[config.mk]
export PLATFORM = sky130hd
export DESIGN_NAME = meter_frame_receiver_flat
export DESIGN_NICKNAME = d
export VERILOG_FILES = /design/src/hw/rtl/mfr_pkg.sv /design/src/hw/rtl/mfr_if.sv /design/src/hw/rtl/meter_frame_receiver.sv /design/src/hw/rtl/mfr_frame_parser.sv /design/src/hw/rtl/mfr_rsp_buffer.sv /design/src/flat_wrapper.sv
export SDC_FILE = /design/constraint.sdc
export NUM_CORES = 1
export LEC_CHECK = 0
export BUFFER_PORTS_ARGS = -buffer_cell sky130_fd_sc_hd__clkbuf_2
export CORE_MARGIN = 4
export CORE_UTILIZATION = 50
export CTS_CLUSTER_DIAMETER = 100
export DETAILED_ROUTE_END_ITERATION = 8
export PLACE_DENSITY = 0.7
export SLEW_MARGIN = 10
export SYNTH_ARGS = -nofsm -noshare
export SYNTH_HDL_FRONTEND = slang
export SYNTH_SLANG_ARGS = --single-unit
export TNS_END_PERCENT = 5
[constraint.sdc]
create_clock -name clock -period 3.95 [get_ports clock]
set_input_delay 0.1975 -clock clock [delete_from_list [all_inputs] [get_ports clock]]
set_output_delay 0.1975 -clock clock [all_outputs]
set_load 0.02 [all_outputs]
[src/hw/rtl/mfr_pkg.sv]
package mfr_pkg;

   // field widths
   localparam int BYTE_W   = 8;
   localparam int STATUS_W = 3;
   localparam int COUNT_W  = 15;
   localparam int PAIR_W   = 16;

   // frame marker bytes
   localparam logic [BYTE_W-1:0] START_BYTE = 8'h68;
   localparam logic [BYTE_W-1:0] END_BYTE   = 8'h16;
   localparam logic [BYTE_W-1:0] FILL_BYTE  = 8'hAA;

   // length offsets and header positions
   localparam logic [COUNT_W-1:0] LEN_ADD_645     = 15'd12;
   localparam logic [COUNT_W-1:0] LEN_ADD_376     = 15'd8;
   localparam logic [COUNT_W-1:0] ADDR_FIRST_645  = 15'd1;
   localparam logic [COUNT_W-1:0] ADDR_LAST_645   = 15'd6;
   localparam logic [COUNT_W-1:0] HEAD_END_645    = 15'd7;
   localparam logic [COUNT_W-1:0] LEN_POS_645     = 15'd9;
   localparam logic [COUNT_W-1:0] LEN_LO_376      = 15'd1;
   localparam logic [COUNT_W-1:0] LEN_HI_376      = 15'd2;
   localparam logic [COUNT_W-1:0] LEN_LO_RPT_376  = 15'd3;
   localparam logic [COUNT_W-1:0] LEN_HI_RPT_376  = 15'd4;

   // protocol mode codes
   localparam logic MODE_645 = 1'b0;
   localparam logic MODE_376 = 1'b1;

   // result status codes
   localparam logic [STATUS_W-1:0] STATUS_BUSY       = 3'd0;
   localparam logic [STATUS_W-1:0] STATUS_GOOD       = 3'd1;
   localparam logic [STATUS_W-1:0] STATUS_HEADER_BAD = 3'd2;
   localparam logic [STATUS_W-1:0] STATUS_SUM_BAD    = 3'd3;
   localparam logic [STATUS_W-1:0] STATUS_END_BAD    = 3'd4;

   // one result beat
   typedef struct packed {
      logic [STATUS_W-1:0] status;
      logic [COUNT_W-1:0]  frame_length;
      logic [BYTE_W-1:0]   checksum_value;
   } mfr_result_type;

endpackage

[src/hw/rtl/mfr_if.sv]
interface mfr_req_if import mfr_pkg::*; ();
   logic              valid;
   logic              ready;
   logic [BYTE_W-1:0] rx_byte;

   modport source (output valid, output rx_byte, input ready);
   modport sink   (input valid, input rx_byte, output ready);
endinterface

interface mfr_rsp_if import mfr_pkg::*; ();
   logic                valid;
   logic                ready;
   logic [STATUS_W-1:0] status;
   logic [COUNT_W-1:0]  frame_length;
   logic [BYTE_W-1:0]   checksum_value;

   modport source (output valid, output status, output frame_length,
                   output checksum_value, input ready);
   modport sink   (input valid, input status, input frame_length,
                   input checksum_value, output ready);
endinterface

[src/hw/rtl/meter_frame_receiver.sv]
// Byte-serial meter frame receiver. Each req beat carries one received byte and produces
// exactly one rsp beat: status 0 while hunting or inside a frame, or the verdict on the byte
// that ends a frame (1 good, 2 header bad, 3 checksum bad, 4 end byte bad), together with the
// expected frame length once known and the running checksum. One byte is taken every cycle
// while ready is high: the frame state updates in one pass of compare-and-add logic per
// byte, and a two-entry output buffer keeps req ready registered, so ready drops only
// when two results wait. protocol_mode (csr_wr_data, written with csr_wr_en) is sampled
// at each start byte; 0 selects 645 rules, 1 selects 376.1.
module meter_frame_receiver import mfr_pkg::*; (
   input  logic   clock,
   input  logic   reset,
   mfr_req_if.sink   req_chan,
   mfr_rsp_if.source rsp_chan,
   input  logic   csr_wr_en,
   input  logic   csr_wr_data
);

   logic           req_accept;
   logic           buf_ready;
   mfr_result_type parse_result;
   mfr_result_type rsp_data;

   assign req_chan.ready = buf_ready;
   assign req_accept     = req_chan.valid && buf_ready;

   // frame decode and state
   mfr_frame_parser u_parser (
      .clock       (clock),
      .reset       (reset),
      .byte_accept (req_accept),
      .rx_byte     (req_chan.rx_byte),
      .csr_wr_en   (csr_wr_en),
      .csr_wr_data (csr_wr_data),
      .result      (parse_result)
   );

   // result register with skid
   mfr_rsp_buffer u_rsp_buffer (
      .clock     (clock),
      .reset     (reset),
      .in_valid  (req_chan.valid),
      .in_ready  (buf_ready),
      .in_data   (parse_result),
      .out_valid (rsp_chan.valid),
      .out_ready (rsp_chan.ready),
      .out_data  (rsp_data)
   );

   assign rsp_chan.status         = rsp_data.status;
   assign rsp_chan.frame_length   = rsp_data.frame_length;
   assign rsp_chan.checksum_value = rsp_data.checksum_value;

   // a taken byte always shows a result next cycle
   a_accept_to_rsp: assert property (@(posedge clock) disable iff (reset)
      req_accept |=> rsp_chan.valid)
      else $error("accepted byte produced no result");

   // input stalls only while results are waiting
   a_stall_has_rsp: assert property (@(posedge clock) disable iff (reset)
      !req_chan.ready |-> rsp_chan.valid)
      else $error("input stalled with empty output");

   // header fault never reports a length
   a_hdr_bad_len: assert property (@(posedge clock) disable iff (reset)
      (req_accept && parse_result.status == STATUS_HEADER_BAD)
         |-> parse_result.frame_length == '0)
      else $error("header fault with nonzero length");

   // buffer comes out of reset ready
   a_ready_after_reset: assert property (@(posedge clock)
      reset |=> req_chan.ready)
      else $error("not ready after reset");

endmodule

[src/hw/rtl/mfr_frame_parser.sv]
module mfr_frame_parser import mfr_pkg::*; (
   input  logic              clock,
   input  logic              reset,
   input  logic              byte_accept,
   input  logic [BYTE_W-1:0] rx_byte,
   input  logic              csr_wr_en,
   input  logic              csr_wr_data,
   output mfr_result_type    result
);

   typedef enum logic [1:0] {
      PH_HUNT,
      PH_HEAD645,
      PH_HEAD376,
      PH_BODY
   } phase_type;

   phase_type            phase_ff, phase_in;
   logic                 mode_ff;
   logic [COUNT_W-1:0]   count_ff, count_in;
   logic [COUNT_W-1:0]   exp_len_ff, exp_len_in;
   logic [BYTE_W-1:0]    sum_ff, sum_in;
   logic [PAIR_W-1:0]    pair_ff, pair_in;
   logic [1:0]           flags_ff, flags_in;
   logic [BYTE_W-1:0]    rcv_sum_ff, rcv_sum_in;
   logic [COUNT_W:0]     pos_plus2;
   logic                 done;

   function automatic logic is_bcd(input logic [BYTE_W-1:0] b);
      return (b[7:4] <= 4'd9) && (b[3:0] <= 4'd9);
   endfunction

   assign pos_plus2 = {1'b0, count_ff} + 16'd2;

   // per-beat frame decode
   always_comb begin
      phase_in   = phase_ff;
      count_in   = count_ff;
      exp_len_in = exp_len_ff;
      sum_in     = sum_ff;
      pair_in    = pair_ff;
      flags_in   = flags_ff;
      rcv_sum_in = rcv_sum_ff;
      done       = 1'b0;
      result.status = STATUS_BUSY;

      unique case (phase_ff)
         PH_HUNT: begin
            if (rx_byte == START_BYTE) begin
               flags_in   = 2'b11;
               pair_in    = '0;
               rcv_sum_in = '0;
               exp_len_in = '0;
               count_in   = 15'd1;
               if (mode_ff == MODE_645) begin
                  phase_in = PH_HEAD645;
                  sum_in   = rx_byte;
               end else begin
                  phase_in = PH_HEAD376;
                  sum_in   = '0;
               end
            end
         end
         PH_HEAD645: begin
            sum_in   = sum_ff + rx_byte;
            count_in = count_ff + 15'd1;
            if (count_ff >= ADDR_FIRST_645 && count_ff <= ADDR_LAST_645) begin
               // address must be all bcd or all fill
               if (!is_bcd(rx_byte)) flags_in[0] = 1'b0;
               if (rx_byte != FILL_BYTE) flags_in[1] = 1'b0;
            end else if (count_ff == HEAD_END_645) begin
               if (rx_byte != START_BYTE || flags_ff == 2'b00) begin
                  result.status = STATUS_HEADER_BAD;
                  done = 1'b1;
               end
            end else if (count_ff == LEN_POS_645) begin
               exp_len_in = COUNT_W'(rx_byte) + LEN_ADD_645;
               phase_in   = PH_BODY;
            end
         end
         PH_HEAD376: begin
            count_in = count_ff + 15'd1;
            if (count_ff == LEN_LO_376) begin
               pair_in[7:0] = rx_byte;
            end else if (count_ff == LEN_HI_376) begin
               pair_in[15:8] = rx_byte;
            end else if (count_ff == LEN_LO_RPT_376) begin
               if (rx_byte != pair_ff[7:0]) flags_in[0] = 1'b0;
            end else if (count_ff == LEN_HI_RPT_376) begin
               if (rx_byte != pair_ff[15:8]) flags_in[0] = 1'b0;
            end else begin
               // second start byte closes the header
               if (rx_byte != START_BYTE || !flags_ff[0]) begin
                  result.status = STATUS_HEADER_BAD;
                  done = 1'b1;
               end else begin
                  exp_len_in = COUNT_W'(pair_ff >> 2) + LEN_ADD_376;
                  phase_in   = PH_BODY;
               end
            end
         end
         PH_BODY: begin
            count_in = count_ff + 15'd1;
            if (pos_plus2 < {1'b0, exp_len_ff}) begin
               sum_in = sum_ff + rx_byte;
            end else if (pos_plus2 == {1'b0, exp_len_ff}) begin
               rcv_sum_in = rx_byte;
            end else begin
               // trailer verdict, checksum fault wins
               priority if (rcv_sum_ff != sum_ff) begin
                  result.status = STATUS_SUM_BAD;
               end else if (rx_byte != END_BYTE) begin
                  result.status = STATUS_END_BAD;
               end else begin
                  result.status = STATUS_GOOD;
               end
               done = 1'b1;
            end
         end
      endcase

      result.frame_length   = (result.status == STATUS_HEADER_BAD) ? '0 : exp_len_in;
      result.checksum_value = sum_in;

      // back to hunting after any verdict
      if (done) begin
         phase_in   = PH_HUNT;
         count_in   = '0;
         exp_len_in = '0;
         sum_in     = '0;
         pair_in    = '0;
         flags_in   = 2'b11;
         rcv_sum_in = '0;
      end
   end

   // frame state and mode register
   always_ff @(posedge clock) begin
      if (reset) begin
         phase_ff   <= PH_HUNT;
         mode_ff    <= MODE_645;
         count_ff   <= '0;
         exp_len_ff <= '0;
         sum_ff     <= '0;
         pair_ff    <= '0;
         flags_ff   <= 2'b11;
         rcv_sum_ff <= '0;
      end else begin
         if (csr_wr_en) begin
            mode_ff <= csr_wr_data;
         end
         if (byte_accept) begin
            phase_ff   <= phase_in;
            count_ff   <= count_in;
            exp_len_ff <= exp_len_in;
            sum_ff     <= sum_in;
            pair_ff    <= pair_in;
            flags_ff   <= flags_in;
            rcv_sum_ff <= rcv_sum_in;
         end
      end
   end

endmodule

[src/hw/rtl/mfr_rsp_buffer.sv]
module mfr_rsp_buffer import mfr_pkg::*; (
   input  logic           clock,
   input  logic           reset,
   input  logic           in_valid,
   output logic           in_ready,
   input  mfr_result_type in_data,
   output logic           out_valid,
   input  logic           out_ready,
   output mfr_result_type out_data
);

   logic           main_valid_ff;
   logic           skid_valid_ff;
   mfr_result_type main_data_ff;
   mfr_result_type skid_data_ff;
   logic           push;
   logic           pop;

   assign in_ready  = !skid_valid_ff;
   assign out_valid = main_valid_ff;
   assign out_data  = main_data_ff;
   assign push      = in_valid && in_ready;
   assign pop       = main_valid_ff && out_ready;

   // control: output stage plus one skid entry
   always_ff @(posedge clock) begin
      if (reset) begin
         main_valid_ff <= 1'b0;
         skid_valid_ff <= 1'b0;
      end else if (pop) begin
         if (skid_valid_ff) begin
            skid_valid_ff <= 1'b0;
         end else begin
            main_valid_ff <= push;
         end
      end else if (!main_valid_ff) begin
         main_valid_ff <= push;
      end else if (push) begin
         skid_valid_ff <= 1'b1;
      end
   end

   // payload
   always_ff @(posedge clock) begin
      if (pop && skid_valid_ff) begin
         main_data_ff <= skid_data_ff;
      end else if (push && (pop || !main_valid_ff)) begin
         main_data_ff <= in_data;
      end
      if (push && main_valid_ff && !pop) begin
         skid_data_ff <= in_data;
      end
   end

endmodule

[src/flat_wrapper.sv]
// flat-port wrapper written by rule: the top's interface ports become plain ports
module meter_frame_receiver_flat import mfr_pkg::*;
  (clock, reset, csr_wr_en, csr_wr_data, req_chan_valid, req_chan_rx_byte, req_chan_ready, rsp_chan_valid, rsp_chan_status, rsp_chan_frame_length, rsp_chan_checksum_value, rsp_chan_ready);
  mfr_req_if req_chan_i ();
  mfr_rsp_if rsp_chan_i ();
  input  logic clock;
  input  logic reset;
  input  logic csr_wr_en;
  input  logic csr_wr_data;
  input wire logic [$bits(req_chan_i.valid)-1:0] req_chan_valid;
  input wire logic [$bits(req_chan_i.rx_byte)-1:0] req_chan_rx_byte;
  output wire logic [$bits(req_chan_i.ready)-1:0] req_chan_ready;
  output wire logic [$bits(rsp_chan_i.valid)-1:0] rsp_chan_valid;
  output wire logic [$bits(rsp_chan_i.status)-1:0] rsp_chan_status;
  output wire logic [$bits(rsp_chan_i.frame_length)-1:0] rsp_chan_frame_length;
  output wire logic [$bits(rsp_chan_i.checksum_value)-1:0] rsp_chan_checksum_value;
  input wire logic [$bits(rsp_chan_i.ready)-1:0] rsp_chan_ready;
  assign req_chan_i.valid = req_chan_valid;
  assign req_chan_i.rx_byte = req_chan_rx_byte;
  assign req_chan_ready = req_chan_i.ready;
  assign rsp_chan_valid = rsp_chan_i.valid;
  assign rsp_chan_status = rsp_chan_i.status;
  assign rsp_chan_frame_length = rsp_chan_i.frame_length;
  assign rsp_chan_checksum_value = rsp_chan_i.checksum_value;
  assign rsp_chan_i.ready = rsp_chan_ready;
  meter_frame_receiver u_core (.clock(clock), .reset(reset), .req_chan(req_chan_i), .rsp_chan(rsp_chan_i), .csr_wr_en(csr_wr_en), .csr_wr_data(csr_wr_data));
endmodule
# Yosys cells after proc, flatten, opt, wreduce, memory -nomap -nowiden
# Cells that the tools add are included.
[op_classes]
n_addsub = 5
mul = 0
div_mod_pow = 0
order_cmp = 5
eq_ne = 38
n_shift = 0
n_mux = 85
bitwise = 0
reduce_logical = 32
[op_table]
columns = ["op", "n"]
rows = [
  ["$mux 15", 13],
  ["$mux 8", 11],
  ["$mux 26", 2],
  ["$ne 3x3->1 const B", 16],
  ["$pmux 15 s3", 1],
  ["$mux 2", 22],
  ["$mux 16", 2],
  ["$pmux 16 s2", 1],
  ["$eq 15x2->1 const B", 2],
  ["$eq 15x3->1 const B", 2],
  ["$pmux 15 s2", 1],
  ["$ne 8x8->1", 3],
  ["$pmux 8 s3", 1],
  ["$mux 1", 21],
  ["$add 15x2->16 const B", 1],
  ["$eq 16x15->1", 1],
  ["$lt 16x15->1", 1],
  ["$pmux 8 s2", 1],
  ["$add 14x4->15 const B", 1],
  ["$add 15x1->15 const B", 1],
  ["$eq 15x1->1 const B", 1],
  ["$eq 15x4->1 const B", 1],
  ["$ge 15x1->1 const B", 1],
  ["$le 15x3->1 const B", 1],
  ["31 further kinds", 57],
]
[totals]
reg_bits = 121
latch_bits = 0
mem_bits_rw = 0
rom_bits = 0
word_cells = 183
n_memories = 0

# Longest topological paths before layout
# Gate-level depths: netlist (run 1).
[logic_depth]
word_depth = 12
ltp_mapped = 18
depth_no_buf = 15

# By module
# From an unflattened synthesis (run 1), not the netlist that was laid out.
[unflattened]
hier_cells = 749
area_unflattened_um2 = 7239.4
[by_module_without_submodules]
columns = ["module", "n_inst", "cells_per_inst", "area_each_um2", "seq_area_each_um2"]
rows = [
  ["mfr_frame_parser", 1, 655, 5171.2, 1341.3],
  ["mfr_rsp_buffer", 1, 93, 2062.0, 1601.5],
  ["meter_frame_receiver", 1, 1, 6.3, 0.0],
]

# Least setup slack after synthesis (run 1)
# OpenSTA, ideal clock, no wires.
[synth_path]
path_type = "reg-to-reg"
startpoint = "reg u_core.u_parser.count_ff[2]"
endpoint = "reg u_core.u_rsp_buffer.main_data_ff, in the netlist u_core.u_rsp_buffer.out_data[9], data pin"
arrival_ps = 3457
path_slack_ps = 234
stages_incl_launch_ff = 19
n_path_buf = 3
period_less_slack_ps = 3716
path_cell_list = "dfxtp_1 > clkbuf_1 > inv_1 > nor3_1 > and2_1 > and3_1 > nand2_1 > xnor2_1 > ha_1 > a21o_1 > a21oi_1 > o211ai_1 > nand3_1 > and2_1 > clkbuf_1 > nor3b_2 > buf_2 > a21oi_1 > mux2_2"
[synth_lines]
columns = ["item", "line", "rtl"]
rows = [
  ["start: declaration", "mfr_frame_parser.sv:20", "logic [COUNT_W-1:0] count_ff, count_in;"],
  ["start signal: assignment", "mfr_frame_parser.sv:154", "count_ff <= count_in;"],
  ["end signal: assignment", "mfr_rsp_buffer.sv:46", "main_data_ff <= skid_data_ff;"],
  ["end signal: assignment", "mfr_rsp_buffer.sv:48", "main_data_ff <= in_data;"],
  ["end: declaration", "mfr_rsp_buffer.sv:14", "mfr_result_type main_data_ff;"],
]

==> results.json, run 1 <==
{
  "critPathLaunchType": "flop",
  "cts_setup_buffers": 0,
  "hpwl_mm": 14.4,
  "maxCapViolCount": 0,
  "drt_wl_total_mm": 19.2,
  "initial_core_util": 0.516,
  "placedCellCount": 969,
  "synth.most_common_cell": "dfxtp_1",
  "ys.flop_type": "dfxtp_1",
  "layout-drive-gt1-share": 0.172,
  "cts_max_level": 4,
  "postRouteAntennaNets": 0,
  "worstMarginPinSlew_ns": 0.869,
  "worst_hold_slack_ns": 0.0227,
  "post_drt_via_cell_ratio": 6.09,
  "critPathRequiredTime_ns": 4.12,
  "numCtsBuffers": 17,
  "yosysWarnings": 0,
  "post-route-period-util": 0.947,
  "async_flop_share": 0,
  "antenna_found_initial": 0,
  "synthToLayoutAreaGrowth_pct": 15.0,
  "clock_latency_ns": 0.42,
  "register_area_um2": 2950,
  "drt_iter0_markers": 629,
  "fmaxAchievable_ghz": 0.267,
  "portBuffers": 41,
  "rows": 43,
  "antennaDiodeCount": 0,
  "finalSetupViolCount": 0,
  "pin_count": 42,
  "ys_top_cells_by_count": "69 x dfxtp_1, 66 x nand2_1, 63 x nor2_1",
  "clockBufferDepth": 2,
  "synth_area_per_cell_um2": 9.45,
  "fp.coreArea_um2": 14000,
  "synth_area_leader_cell": "edfxtp_1",
  "syn_inst": 764,
  "setup_tns_ns": 0,
  "stdcell_area_um2": 8300,
  "yosysSeqAreaShare": 0.407,
  "grt_pass1_wl_mm": 30.8,
  "path_max_fanout": 22,
  "synth_area_leaders": "edfxtp_1 22%, dfxtp_1 19%, ha_1 6.6%, xnor2_1 5.3%, nand2_1 3.4%",
  "ys_types": 71,
  "ir_drop_uv": 268,
  "cts_tree": "done",
  "layout.nets": 861,
  "cp.arrival_ns": 3.91,
  "multi_input_area_um2": 4020,
  "maxSlewHeadroom": 0.419,
  "vias": 6100,
  "drcViolationCount": 0,
  "synth_nets": 817,
  "cts.sink_count": 121,
  "die_w_um": 128,
  "fin_crit_ns": 3.74,
  "critical_path_class": "reg -> reg",
  "wl_per_cell_um": 19.1,
  "dieArea_um2": 16400,
  "grt_remaining_overflow": 0,
  "grt_pass1_vias": 5880,
  "root_buffer": "clkbuf_16",
  "power.leakage_uw": 0.00317,
  "utilization": 0.593,
  "p_per_area_nw_per_um2": 365,
  "track_usage": 0.239,
  "cts.reportedPaths.clkPinSlew_ns": 0.05,
  "synth_edf_count": 52,
  "dieHeight_um": 128,
  "hold_class": "in -> reg",
  "fin_worst_skew_ns": 0.00870,
  "fillCellCount": 1204,
  "cp-end-kind": "flop",
  "dr.pass1.iters": 5,
  "grt_max_degree": 30,
  "yosysTopAreaCellShare": 0.216,
  "synth_seq_cells": 121,
  "synth_area_um2": 7220,
  "slew_viol_final": 0,
  "layoutNonFillerInstCount": 1001,
  "gp_congestion": 1.01,
  "status": "completed",
  "hold_viol_final": 0,
  "post_dp_cell_area_um2": 7690,
  "rsz0062_at_grt": "true"
}
final cells by class:
cell class,count,area share
flip-flops and latches,121,0.355
clock inverters,14,0.0176
inverters,33,0.0149
repair buffers,68,0.0491
multi-input cells,567,0.485
well taps,180,0.0271
clock buffers,18,0.0517
per-layer routing:
layer	global-route usage	routed length, um	vias to the layer above
li1	-	-	2886
met1	0.321	8580	2935
met2	0.376	8700	233
met3	0.0521	1300	44
met4	0.0911	524	2
met5	0.0279	58	-
worst paths after layout:
path	start	endpoint	slack (ns)	cells after the start
worst min register to register	u_core.u_parser.rcv_sum_ff[3]	u_core.u_parser.rcv_sum_ff[3]	0.49	2
worst min-delay path	csr_wr_data	u_core.u_parser.mode_ff	0.02	3
worst max register to register	u_core.u_parser.count_ff[1]	u_core.u_rsp_buffer.out_data[11]	0.21	15
worst max-delay path	u_core.u_parser.count_ff[1]	u_core.u_rsp_buffer.out_data[11]	0.21	15
cells by family after synthesis:
group,Yosys count,share of synthesized area
buffers and inverters,76,0.0407
adders and majority gates,39,0.0686
xor gates and xnor gates,65,0.0788
and+or+nand+nor,253,0.183
DFF,121,0.407
muxes,27,0.0405
AOI/OAI and AO/OA,183,0.181
report_power, final:
group / leakage, uW / switching (uW) / internal (uW)
registers: 0.00106 / 11.0 / 1330
logic: 0.00183 / 121 / 54.4
clock network: 0.000281 / 582 / 930
sequential cells by signal, summed over array words and instances, names as in the netlist:
| name | count |
|---|---|
| u_core.u_rsp_buffer.out_valid | 1 |
| u_core.u_parser.pair_ff | 16 |
| u_core.u_parser.sum_ff | 8 |
| u_core.u_parser.rcv_sum_ff | 8 |
| u_core.u_parser.phase_ff | 2 |
| u_core.u_rsp_buffer.out_data | 26 |
| u_core.u_rsp_buffer.skid_valid_ff | 1 |
| u_core.u_parser.exp_len_ff | 15 |
| u_core.u_parser.flags_ff | 2 |
| u_core.u_parser.count_ff | 15 |
| u_core.u_parser.mode_ff | 1 |
| u_core.u_rsp_buffer.skid_data_ff | 26 |
layout by cell type (no fill, tap or decap), types with 4 or more instances in the layout:
cell type  instances
and2_1             7
mux2_2            18
nor2b_1            4
xnor2_1           43
nand3_1           26
o21a_1             4
inv_1             33
and3_1            11
buf_4             27
a21oi_1           34
nor2_1            61
nand2b_1          16
dfxtp_1           67
o21ai_0           39
a21o_1            10
inv_6              4
ha_1              38
clkbuf_16         17
a211oi_1           6
nand4_1           17
a22o_1            28
nand2_1           65
xor2_1            21
o41ai_1            4
edfxtp_1          52
o211ai_1           4
o2bb2ai_1          7
clkbuf_2          41
or4_1              4
o32ai_1            4
mux2i_1            9
nor3_1             9
a22oi_1            8
o31ai_1            7
worst max-delay path, cell delays in order, from the launching register on:
cell      delay (ns)
dfxtp_2         0.37
ha_1            0.17
and3_1          0.17
nand3_1         0.14
inv_1           0.10
nand3_1         0.14
xnor2_2         0.18
ha_1            0.30
a41o_1          0.22
a21oi_1         0.13
o211ai_1        0.12
nand3_1         0.12
and2_1          0.15
nor3b_4         0.72
a21oi_1         0.15
mux2_2          0.31
metrics by stage:
step	worst slack [ns]	total power, uW
after floorplan	0.234	1480
after global placement	0.0638	1540
after detailed placement	-0.100	1540
after CTS	0.164	3050
after global routing	-0.0635	3130
final	0.209	3030
what timing repair did:
action	CTS	global route
hold buffers	0	0
gates resized for setup	1	8
setup endpoints to repair	9	54
cloned	0	0
(Power assumes the default switching activity.)
==> run 2: changes to the inputs <==
- SYNTH_HIERARCHICAL: default -> 1
==> run 2 against run 1 <==
Compared with the run above: worst hold slack worse by 0.0014 ns; combinational power is 40% higher; largest power group unchanged; sequential power hardly changed; largest cell class unchanged; cell area is 1.1% higher; sequential cell count stayed put; worst setup slack better by 0.0069 ns.
==> results.json, run 2 <==
{
  "cp.arrival_ns": 4.04,
  "portBuffers": 41,
  "die_w_um": 128,
  "rr_worst_depth": 15,
  "setup.worst_path.start": "u_core/u_parser/count_ff[1]",
  "async_flop_share": 0,
  "synth_area_per_cell_um2": 9.67,
  "drt_iter0_markers": 782,
  "layout-drive-gt1-share": 0.198,
  "layout_common_cells": "68 x nor2_1, 67 x dfxtp_1, 57 x inv_1",
  "ys_top_cells_by_count": "69 x dfxtp_1, 68 x nor2_1, 57 x inv_1",
  "wl_per_cell_um": 19.2,
  "synthToLayoutAreaGrowth_pct": 16.0,
  "synth.most_common_cell": "dfxtp_1",
  "p_total_uw": 3090,
  "synth_area_um2": 7240,
  "hold_viol_final": 0,
  "clockBufferDepth": 2,
  "rows": 43,
  "vias": 6163,
  "dr.pass1.iters": 7,
  "root_buffer": "clkbuf_16",
  "antennaDiodeCount": 0,
  "cts.reportedPaths.clkPinSlew_ns": 0.05,
  "antenna_found_initial": 0,
  "cts.sink_count": 121,
  "critical_path_class": "reg -> reg",
  "postRouteAntennaNets": 0,
  "p_per_area_nw_per_um2": 368,
  "initial_core_util": 0.516,
  "dieHeight_um": 128,
  "grt_pass1_wl_mm": 30.7,
  "r2r_setup_slack_ns": 0.22,
  "fp.coreArea_um2": 14000,
  "dieArea_um2": 16500,
  "synth_seq_cells": 121,
  "maxCapViolCount": 0,
  "clock_latency_ns": 0.42,
  "fin_worst_skew_ns": 0.00880,
  "post-route-period-util": 0.945,
  "hold_class": "in -> reg",
  "ir_drop_uv": 255,
  "reg2reg_to": "u_core/u_parser/pair_ff[12]",
  "status": "completed",
  "ys.flop_type": "dfxtp_1",
  "critPathLaunchType": "flop",
  "gp_congestion": 0.960,
  "hold_depth": 3,
  "track_usage": 0.234,
  "critPathCapture": "u_core/u_parser/pair_ff[12]",
  "cts_tree": "done",
  "fmaxAchievable_ghz": 0.268,
  "fillCellCount": 1195,
  "critPathRequiredTime_ns": 4.25,
  "yosysTopAreaCellShare": 0.216,
  "synth_edf_count": 52,
  "grt_max_degree": 27,
  "drt_wl_total_mm": 19.2,
  "drcViolationCount": 0,
  "utilization": 0.598,
  "worstMarginPinSlew_ns": 1.22,
  "synth_area_leader_cell": "edfxtp_1",
  "yosysWarnings": 6,
  "cts_max_level": 4,
  "path_max_fanout": 8,
  "post_drt_via_cell_ratio": 6.18,
  "yosysSeqAreaShare": 0.406,
  "rsz0062_at_grt": "false",
  "cp-end-kind": "flop",
  "final_common_cell": "nor2_1",
  "layout.nets": 859,
  "finalSetupViolCount": 0,
  "grt_pass1_vias": 5869,
  "slew_viol_final": 0,
  "hpwl_mm": 14.2,
  "grt_remaining_overflow": 0,
  "power.leakage_uw": 0.00335,
  "pin_count": 42,
  "maxSlewHeadroom": 0.184,
  "fin_crit_ns": 3.73,
  "syn_inst": 749,
  "synth_area_leaders": "edfxtp_1 22%, dfxtp_1 19%, ha_1 6.7%, xnor2_1 4.6%, mux2_4 4.1%",
  "timing.rr.start": "u_core/u_parser/count_ff[1]",
  "synth_nets": 803,
  "numCtsBuffers": 17,
  "ys_types": 74
}
-- run 2: cell types whose count changed after synthesis, moves of 8 or more --
cell and delta:
xor2_1 +8, o22ai_1 +19, inv_1 +24, nand2_1 -24
nand2b_1 -15, o21ai_0 -13, a22o_1 -9, mux2_2 -12
nor3_1 +14, clkbuf_1 -9, mux2_4 +20, mux2i_1 -8
-- run 2: worst min path at each step --
stage | from | end | slack, ns
2_1_floorplan | reset | u_core/u_rsp_buffer/out_valid | 0.27
3_3_place_gp | csr_wr_data | u_core/u_parser/mode_ff | 0.43
3_5_place_dp | csr_wr_data | u_core/u_parser/mode_ff | 0.45
4_1_cts | csr_wr_data | u_core/u_parser/mode_ff | 0.008
5_1_grt | csr_wr_data | u_core/u_parser/mode_ff | 0.04
6_report | csr_wr_data | u_core/u_parser/mode_ff | 0.02
-- run 2: layer usage --
| metal | routed length [um] | track usage |
|---|---|---|
| met1 | 8630 | 0.324 |
| met2 | 8630 | 0.365 |
| met3 | 1500 | 0.0527 |
| met4 | 389 | 0.0768 |
| met5 | 0 | 0 |
-- run 2: stage by stage --
step	instance area, um^2	TNS, ns	worst slack (ns)	hold WS, ns	std cells
2_1_floorplan	7240	0	0.0120	0.267	749
3_3_place_gp	7750	-0.0869	-0.0648	0.432	966
3_5_place_dp	7750	-0.443	-0.133	0.445	966
4_1_cts	8340	0	0.0320	0.00833	998
5_1_grt	8390	0	0.0250	0.0439	998
6_report	8390	0	0.216	0.0213	998
-- run 2: logic make-up after synthesis --
kind of cell,share of synthesized area
mux,0.0522
compound gates,0.185
fa+ha+maj,0.0702
flops,0.406
buf+inv,0.0512
simple gates,0.153
xor+xnor,0.0811
-- run 2: power by group --
group	switching (uW)	internal, uW
Sequential	13.8	1330
Combinational	171	75.8
Clock	561	940
-- run 2: area by class of cell --
type,instances,area [um^2],share of cell area
multi-input combinational,536,4010,0.477
sequential,121,2950,0.351
clock buffer,20,447,0.0532
timing repair buffer,70,423,0.0504
tap,180,225,0.0268
inverter,59,221,0.0264
clock inverter,12,124,0.0148
-- run 2: critical path, cell delays in order, from the launching register on --
cell and delay [ns]:
dfxtp_4 0.37, ha_2 0.20, nand3_2 0.14, nor3_2 0.16
nand3_1 0.14, xnor2_1 0.16, ha_1 0.31, nand3_2 0.11
or4_4 0.58, a21oi_2 0.16, o31ai_1 0.12, o31ai_2 0.48
buf_4 0.25, nor4_4 0.05, buf_4 0.21, a22o_1 0.18
-- run 2: what timing repair did --
action | in CTS | in global routing
pin swaps | 0 | 4
endpoints found under the setup margin | 23 | 31
gates resized for setup | 5 | 14
hold buffers | 0 | 0
cloned | 0 | 0
buffers inserted | 0 | 0
